--- config.mk ---
export PLATFORM = sky130hd
export DESIGN_NAME = chebyshev_basis_eval_core
export DESIGN_NICKNAME = d
export VERILOG_FILES = /design/src/cheb_pkg.sv /design/src/chebyshev_basis_eval_core.sv
export SDC_FILE = /design/constraint.sdc
export NUM_CORES = 2
export LEC_CHECK = 0
export ABC_CLOCK_PERIOD_IN_PS = 12100
export BUFFER_PORTS_ARGS = -buffer_cell sky130_fd_sc_hd__buf_2
export CORE_MARGIN = 10
export CORE_UTILIZATION = 45
export CTS_BUF_LIST = sky130_fd_sc_hd__clkbuf_4 sky130_fd_sc_hd__clkbuf_8
export DETAILED_ROUTE_END_ITERATION = 7
export MAX_ROUTING_LAYER = met4
export SKIP_CTS_REPAIR_TIMING = 1
export SYNTH_ARGS = -nofsm -noshare
export SYNTH_HDL_FRONTEND = slang
export SYNTH_SLANG_ARGS = --single-unit
--- constraint.sdc ---
create_clock -name clk_i -period 12.1 [get_ports clk_i]
set_input_delay 3.025 -clock clk_i [delete_from_list [all_inputs] [get_ports clk_i]]
set_output_delay 3.025 -clock clk_i [all_outputs]
set_load 0.02 [all_outputs]
--- src/cheb_pkg.sv ---
// Shared constants for the Chebyshev basis evaluator: field layout and register indexes.
package cheb_pkg;

  localparam int ARG_W      = 32;
  localparam int CFG_IDX_W  = 2;
  localparam int CFG_DATA_W = 32;

  localparam int DEG_W = 6;
  localparam int VAL_W = 32;
  localparam int DER_W = 48;
  localparam int TRA_W = 18;

  localparam int DEG_LSB   = 0;
  localparam int VAL_LSB   = DEG_LSB + DEG_W;
  localparam int DER_LSB   = VAL_LSB + VAL_W;
  localparam int TRA_LSB   = DER_LSB + DER_W;
  localparam int M_TDATA_W = TRA_LSB + TRA_W;

  localparam logic [CFG_IDX_W-1:0] REG_CENTER = 2'd0;
  localparam logic [CFG_IDX_W-1:0] REG_SCALE  = 2'd1;
  localparam logic [CFG_IDX_W-1:0] REG_ORDER  = 2'd2;

endpackage

--- src/chebyshev_basis_eval_core.sv ---
// Chebyshev first-kind basis evaluator: shared-multiplier sequencer, T_n and scaled T'_n.
// Steps per input: map, clamp, then per degree the derivative and recurrence products and an emit;
// one result per degree 0..order (order clamped to MAX_ORDER); a new input is taken only when idle.
// The single 32x32 multiplier is the bottleneck: up to 5 products per degree, 48-bit operands split.
// A stalled output register holds the sequencer at the emit step only.
// Reset: asynchronous active low; center=0, scale=1.0, order=8, idle, no pending output.
module chebyshev_basis_eval_core #(
  parameter int MAX_ORDER = 63,
  parameter int FRAC_BITS = 16
) (
  input  logic                             clk_i,
  input  logic                             rst_ni,
  input  logic                             cfg_we_i,
  input  logic [cheb_pkg::CFG_IDX_W-1:0]   cfg_idx_i,
  input  logic [cheb_pkg::CFG_DATA_W-1:0]  cfg_data_i,
  input  logic                             s_axis_tvalid,
  output logic                             s_axis_tready,
  input  logic [cheb_pkg::ARG_W-1:0]       s_axis_tdata,   // [31:0] arg
  output logic                             m_axis_tvalid,
  input  logic                             m_axis_tready,
  // [5:0] degree, [37:6] poly_value, [85:38] poly_deriv, [103:86] translated_arg
  output logic [cheb_pkg::M_TDATA_W-1:0]   m_axis_tdata,
  output logic                             m_axis_tuser,   // [0] in_range
  output logic                             m_axis_tlast
);

  localparam int TW = FRAC_BITS + 2;

  localparam logic [3:0] S_IDLE  = 4'd0;
  localparam logic [3:0] S_MAP   = 4'd1;
  localparam logic [3:0] S_CLAMP = 4'd2;
  localparam logic [3:0] S_DLO   = 4'd3;
  localparam logic [3:0] S_DHI   = 4'd4;
  localparam logic [3:0] S_DACC  = 4'd5;
  localparam logic [3:0] S_TLO   = 4'd6;
  localparam logic [3:0] S_THI   = 4'd7;
  localparam logic [3:0] S_TACC  = 4'd8;
  localparam logic [3:0] S_EMIT  = 4'd9;

  localparam logic [63:0]        ONE_64 = 64'd1 << FRAC_BITS;
  localparam logic [TW-1:0]      ONE_T  = TW'(ONE_64);
  localparam logic [31:0]        ONE_V  = 32'(ONE_64);
  localparam logic [47:0]        ONE_D  = 48'(ONE_64);
  localparam logic [79:0]        MAG47  = 80'd1 << 47;
  localparam logic signed [34:0] T_MAX  = 35'sd2147483647;
  localparam logic signed [34:0] T_MIN  = -35'sd2147483648;
  localparam logic signed [50:0] D_MAX  = 51'sd140737488355327;
  localparam logic signed [50:0] D_MIN  = -51'sd140737488355328;
  localparam logic [5:0]         ORD_LIM = 6'(MAX_ORDER);

  logic [3:0]  state_q, state_d;
  logic signed [31:0] center_q;
  logic [30:0] scale_q;
  logic [5:0]  order_q;
  logic [5:0]  ord_q, n_q;

  logic signed [32:0]    d_q;
  logic signed [TW-1:0]  t_q;
  logic                  inside_q;
  logic signed [31:0]    tp_q, tc_q, tn_q;
  logic signed [47:0]    dp_q, dc_q, dn_q, der_q;
  logic signed [32:0]    qtt_q;
  logic [63:0]           prod_q, acc_q;

  logic                  m_valid_q;
  logic [5:0]            o_deg_q;
  logic [31:0]           o_val_q;
  logic [47:0]           o_der_q;
  logic [17:0]           o_tra_q;
  logic                  o_inr_q, o_last_q;

  logic [31:0] d_mag, tc_mag, t_mag32, mul_a, mul_b;
  logic [32:0] d_abs;
  logic [TW-1:0] t_mag;
  logic [47:0] dc_mag;
  logic [63:0] mul_p, prod_sh;
  logic [79:0] wide_sum, wide_sh;
  logic signed [TW-1:0] t_new;
  logic        inside_new;
  logic [47:0] der_w;
  logic        qtd_neg, qtt_neg;
  logic signed [48:0] qtd_w;
  logic signed [32:0] qtt_w;
  logic signed [34:0] tn_sum;
  logic signed [50:0] dn_sum;
  logic signed [31:0] tn_sat;
  logic signed [47:0] dn_sat;
  logic signed [63:0] t_ext;
  logic        in_acc, out_free;

  assign in_acc   = s_axis_tvalid && s_axis_tready;
  assign out_free = !m_valid_q || m_axis_tready;
  assign s_axis_tready = (state_q == S_IDLE);

  // operand magnitudes
  assign d_abs   = d_q[32] ? 33'(~d_q + 1'b1) : 33'(d_q);
  assign d_mag   = d_abs[31:0];
  assign t_mag   = t_q[TW-1] ? TW'(~t_q + 1'b1) : TW'(t_q);
  assign t_mag32 = 32'(t_mag);
  assign tc_mag  = tc_q[31] ? 32'(~tc_q + 1'b1) : 32'(tc_q);
  assign dc_mag  = dc_q[47] ? 48'(~dc_q + 1'b1) : 48'(dc_q);

  always_comb begin
    case (state_q)
      S_MAP: begin
        mul_a = d_mag;
        mul_b = {1'b0, scale_q};
      end
      S_DLO: begin
        mul_a = {1'b0, scale_q};
        mul_b = dc_mag[31:0];
      end
      S_DHI: begin
        mul_a = {1'b0, scale_q};
        mul_b = {16'd0, dc_mag[47:32]};
      end
      S_DACC: begin
        mul_a = t_mag32;
        mul_b = tc_mag;
      end
      S_TLO: begin
        mul_a = t_mag32;
        mul_b = dc_mag[31:0];
      end
      S_THI: begin
        mul_a = t_mag32;
        mul_b = {16'd0, dc_mag[47:32]};
      end
      default: begin
        mul_a = '0;
        mul_b = '0;
      end
    endcase
  end

  assign mul_p    = mul_a * mul_b;
  assign prod_sh  = prod_q >> FRAC_BITS;
  assign wide_sum = {16'd0, acc_q} + {prod_q[47:0], 32'd0};
  assign wide_sh  = wide_sum >> FRAC_BITS;

  // translation and clamp
  always_comb begin
    if (prod_sh > ONE_64) begin
      inside_new = 1'b0;
      t_new      = d_q[32] ? TW'(~ONE_T + 1'b1) : ONE_T;
    end else begin
      inside_new = 1'b1;
      t_new      = d_q[32] ? TW'(~prod_sh + 1'b1) : TW'(prod_sh);
    end
  end

  // scale * T'_n, saturated to 48 bits
  always_comb begin
    if (!inside_q) begin
      der_w = '0;
    end else if (dc_q[47]) begin
      der_w = (wide_sh > MAG47) ? 48'h8000_0000_0000 : 48'(~wide_sh[47:0] + 48'd1);
    end else begin
      der_w = (wide_sh >= MAG47) ? 48'h7FFF_FFFF_FFFF : wide_sh[47:0];
    end
  end

  assign qtt_neg = t_q[TW-1] ^ tc_q[31];
  assign qtt_w   = qtt_neg ? -$signed({1'b0, prod_sh[31:0]}) : $signed({1'b0, prod_sh[31:0]});
  assign qtd_neg = t_q[TW-1] ^ dc_q[47];
  assign qtd_w   = qtd_neg ? -$signed({1'b0, wide_sh[47:0]}) : $signed({1'b0, wide_sh[47:0]});

  assign tn_sum = (35'(qtt_q) <<< 1) - 35'(tp_q);
  assign dn_sum = (51'(tc_q) <<< 1) + (51'(qtd_w) <<< 1) - 51'(dp_q);
  assign tn_sat = (tn_sum > T_MAX) ? 32'sh7FFF_FFFF :
                  (tn_sum < T_MIN) ? 32'sh8000_0000 : 32'(tn_sum);
  assign dn_sat = (dn_sum > D_MAX) ? 48'sh7FFF_FFFF_FFFF :
                  (dn_sum < D_MIN) ? 48'sh8000_0000_0000 : 48'(dn_sum);

  assign t_ext = 64'(t_q);

  always_comb begin
    state_d = state_q;
    case (state_q)
      S_IDLE:  if (in_acc) state_d = S_MAP;
      S_MAP:   state_d = S_CLAMP;
      S_CLAMP: state_d = S_DLO;
      S_DLO:   state_d = S_DHI;
      S_DHI:   state_d = S_DACC;
      S_DACC:  state_d = (n_q == 6'd0) ? S_EMIT : S_TLO;
      S_TLO:   state_d = S_THI;
      S_THI:   state_d = S_TACC;
      S_TACC:  state_d = S_EMIT;
      S_EMIT: begin
        if (out_free) state_d = (n_q == ord_q) ? S_IDLE : S_DLO;
      end
      default: state_d = S_IDLE;
    endcase
  end

  always_ff @(posedge clk_i or negedge rst_ni) begin
    if (!rst_ni) begin
      state_q   <= S_IDLE;
      center_q  <= '0;
      scale_q   <= 31'd65536;
      order_q   <= 6'd8;
      ord_q     <= '0;
      n_q       <= '0;
      m_valid_q <= 1'b0;
    end else begin
      state_q <= state_d;
      if (cfg_we_i) begin
        case (cfg_idx_i)
          cheb_pkg::REG_CENTER: center_q <= $signed(cfg_data_i[31:0]);
          cheb_pkg::REG_SCALE:  scale_q  <= cfg_data_i[30:0];
          cheb_pkg::REG_ORDER:  order_q  <= cfg_data_i[5:0];
          default: ;
        endcase
      end
      if (in_acc) ord_q <= (order_q > ORD_LIM) ? ORD_LIM : order_q;
      if (state_q == S_CLAMP) n_q <= '0;
      if (state_q == S_EMIT && out_free) begin
        m_valid_q <= 1'b1;
        n_q       <= n_q + 6'd1;
      end else if (m_axis_tready) begin
        m_valid_q <= 1'b0;
      end
    end
  end

  always_ff @(posedge clk_i) begin
    prod_q <= mul_p;
    case (state_q)
      S_IDLE: begin
        if (in_acc) d_q <= 33'($signed(s_axis_tdata)) - 33'(center_q);
      end
      S_CLAMP: begin
        t_q      <= t_new;
        inside_q <= inside_new;
        tc_q     <= $signed(ONE_V);
        tp_q     <= '0;
        dc_q     <= '0;
        dp_q     <= '0;
      end
      S_DHI: acc_q <= prod_q;
      S_DACC: begin
        der_q <= $signed(der_w);
        tn_q  <= 32'(t_q);
        dn_q  <= $signed(ONE_D);
      end
      S_TLO: qtt_q <= qtt_w;
      S_THI: acc_q <= prod_q;
      S_TACC: begin
        tn_q <= tn_sat;
        dn_q <= dn_sat;
      end
      S_EMIT: begin
        if (out_free) begin
          o_deg_q  <= n_q;
          o_val_q  <= tc_q;
          o_der_q  <= der_q;
          o_tra_q  <= t_ext[17:0];
          o_inr_q  <= inside_q;
          o_last_q <= (n_q == ord_q);
          tp_q     <= tc_q;
          tc_q     <= tn_q;
          dp_q     <= dc_q;
          dc_q     <= dn_q;
        end
      end
      default: ;
    endcase
  end

  assign m_axis_tvalid = m_valid_q;
  assign m_axis_tdata  = {o_tra_q, o_der_q, o_val_q, o_deg_q};
  assign m_axis_tuser  = o_inr_q;
  assign m_axis_tlast  = o_last_q;

endmodule

==> results.py <==
metrics = {
    "clocking": {
        "cts_tree": "done",
        "htree_levels": 3,
        "cts.sinks": 677,
        "clk_latency_ps": 860,
        "path_clk_slew_ps": 70,
        "root_buffer": "clkbuf_8",
        "clock_path_buffers": 3,
        "cts_buffers": 113,
    },
    "detailed_routing": {
        "viasPerCell": 5.791,
        "first_pass_iters": 6,
        "totalWireLength_um": 260500,
        "vias": 57770,
        "drc_errors": 0,
        "wl_per_cell_um": 26.12,
        "ant_nets": 0,
        "drtIter0Drc": 6007,
    },
    "cells_and_area": {
        "syn_to_final_growth_pct": 9.567,
        "nNetsFinal": 9224,
        "fin_util_pct": 49.48,
        "drive_gt1_share_pct": 10.27,
    },
    "placed_design": {
        "post-place-ws_ps": 37.46,
        "port_buffers": 178,
        "place.gp.congestion": 0.9948,
        "hpwl_um": 204600,
    },
    "critical_path": {
        "worstPathArrival_ps": 12490,
        "r2r_setup_slack_ps": 350,
        "cp_slowest_cell": "fa_1",
        "crit_path_start_kind": "register",
        "worstSetupPathType": "register to register",
        "cpPeakStageDelay_ps": 690,
        "critPathCaptureType": "register",
        "crit_required_ps": 12830,
        "path_max_fanout": 12,
        "cpMostUsedCell": "fa_1",
    },
    "timing": {
        "setup_viol": 0,
        "max_slew_margin_pct": 6.635,
        "fin_crit_sh_pct": 97.14,
        "hold_violations": 0,
        "setup_slack_ps": 345.5,
        "fmax_mhz": 85.07,
        "finalMaxSlewViolations": 0,
        "worst_pin_slew_ps": 1400,
        "period_minus_slack_ps": 11750,
        "fin_skew_ps": 90.71,
    },
    "run_status": {
        "status": "finished, final reports clean",
    },
    "synthesis": {
        "synth_edf_count": 527,
        "synth_area_leaders": "fa_1 26%, edfxtp_1 22%, ha_1 7.3%, inv_1 6.3%, nand2_1 4.7%",
        "yosysSeqAreaShare_pct": 26.65,
        "synth_area_mm2": 0.07226,
        "synth_top_cell_by_area": "fa_1",
        "synth_seq_cells": 677,
        "synthFlopType": "edfxtp_1",
        "yosys_warnings": 0,
        "ys_types": 98,
        "yosys-top-cells-count": "1204 x inv_1, 949 x fa_1, 897 x nand2_1",
        "synth_top_area_share_pct": 26.29,
        "syn_avg_cell_area_um2": 9.493,
        "syn-num-nets": 9051,
        "synthArstFlopShare_pct": 12.70,
        "yosys.cell_count.top_type": "inv_1",
        "syn_inst": 7612,
    },
    "global_routing": {
        "grt_pass1_vias": 58450,
        "grt_remaining_overflow": 0,
        "grt_start_max_net_pins": 91,
        "grt_pass1_wl_um": 385000,
        "grt_usage_pct": 30.17,
        "antenna_found_initial": 14,
    },
    "flow_run": {
        "drv_cap": 0,
    },
    "floorplan": {
        "ioPinCount": 179,
        "start_util_pct": 45.16,
        "fp.dieH_um": 420.7,
        "die_w_um": 420.7,
        "die_area_mm2": 0.1770,
        "row_count": 147,
        "coreArea_mm2": 0.1600,
    },
    "min_path": {
        "hold_class": "register to register",
    },
}
-- cell type report --
cell class              count  area, um2
inverters                1205       4526
multi-input cells        5380      47610
diodes                      9      22.52
repair buffers            408       2795
clock inverters            61      493.0
fillers                 15150      80840
clock buffers             149       1857
well taps                2086       2610
flip-flops and latches    677      19260
-- flip-flops by register name, indices dropped and copies added (netlist names), 33 cells and up --
signal / cells
acc_q: 48
d_q: 33
dc_q: 48
der_q: 48
dn_q: 48
dp_q: 48
o_der_q: 48
prod_q: 64
qtt_q: 33
-- metal layers --
layer	GRT usage [%]	wire (um)	vias up	part of all wire [%]
li1	-	-	25330	-
met1	39.14	105900	29150	41
met2	46.16	117000	2693	45
met3	5.711	23460	593	9.0
met4	13.11	14140	0	5.4
met5	-	0	-	0
-- cells by family after synthesis --
| logic type | count (synthesis) | share of synthesized area, % |
|---|---|---|
| DFF | 677 | 26.65 |
| other | 1 | 0.005190 |
| xor gates and xnor gates | 402 | 4.872 |
| and+or+nand+nor | 2324 | 14.57 |
| muxes | 70 | 1.067 |
| buffers and inverters | 1555 | 8.147 |
| adders and majority gates | 1369 | 33.56 |
| AOI/OAI and AO/OA | 1214 | 11.13 |
-- path summary, 6_finish.rpt --
check                               start           end  cells past startpoint
worst max-delay path              dc_q[4]    prod_q[62]                     37
worst min-delay path            der_q[10]   o_der_q[10]                      0
worst max register to register    dc_q[4]    prod_q[62]                     37
worst min register to register  der_q[10]   o_der_q[10]                      0
max in group asynchronous          rst_ni      ord_q[4]                      2
min in group asynchronous          rst_ni  center_q[31]                      1
-- stage by stage --
step                hold WS (ps)  cells  area [um2]  setup TNS (ps)
detailed placement         404.5   9750       76630               0
finish                     352.7   9975       79170               0
CTS                        357.3   9960       78980          -31.05
floorplan                  400.3   7612       72260               0
global route               378.6   9973       79170          -18.01
global placement           403.3   9750       76630               0
-- layout by cell type (no fill, tap or decap), types with 24 or more instances in the layout --
cell type and count:
a211oi_1 29, a211o_1 32, mux2_2 56, clkbuf_4 31
clkbuf_8 118, nand3_1 102, nor3_1 52, or3_1 41
and2_1 44, fa_1 949, nand4_1 49, xor2_1 204
o21a_1 102, o41ai_1 24, o211ai_1 38, nor2_1 692
ha_1 419, nor2b_1 45, xnor2_1 195, clkinv_2 29
and3_1 186, nand2_1 893, nand2b_1 60, buf_2 177
dfrtp_1 84, nor4_1 34, o21ai_0 226, inv_1 1202
or2_2 28, or4_1 25, a31oi_1 24, dfxtp_1 64
o31ai_1 58, buf_4 217, o21bai_1 25, edfxtp_1 527
a21oi_1 297, a21o_1 129
-- critical path, delay by kind of cell, from the launching register on --
family | cells | cell delay (ps)
AND/OR/NAND/NOR | 10 | 3740
AO/OA/AOI/OAI | 11 | 2040
adder cells (fa/ha/maj) | 9 | 4380
flip-flops | 1 | 450
XOR/XNOR | 2 | 430
buffers and inverters | 5 | 550
Power is not shown: default switching activity piles up to over one toggle a cycle in this logic, so the estimate is an artifact.
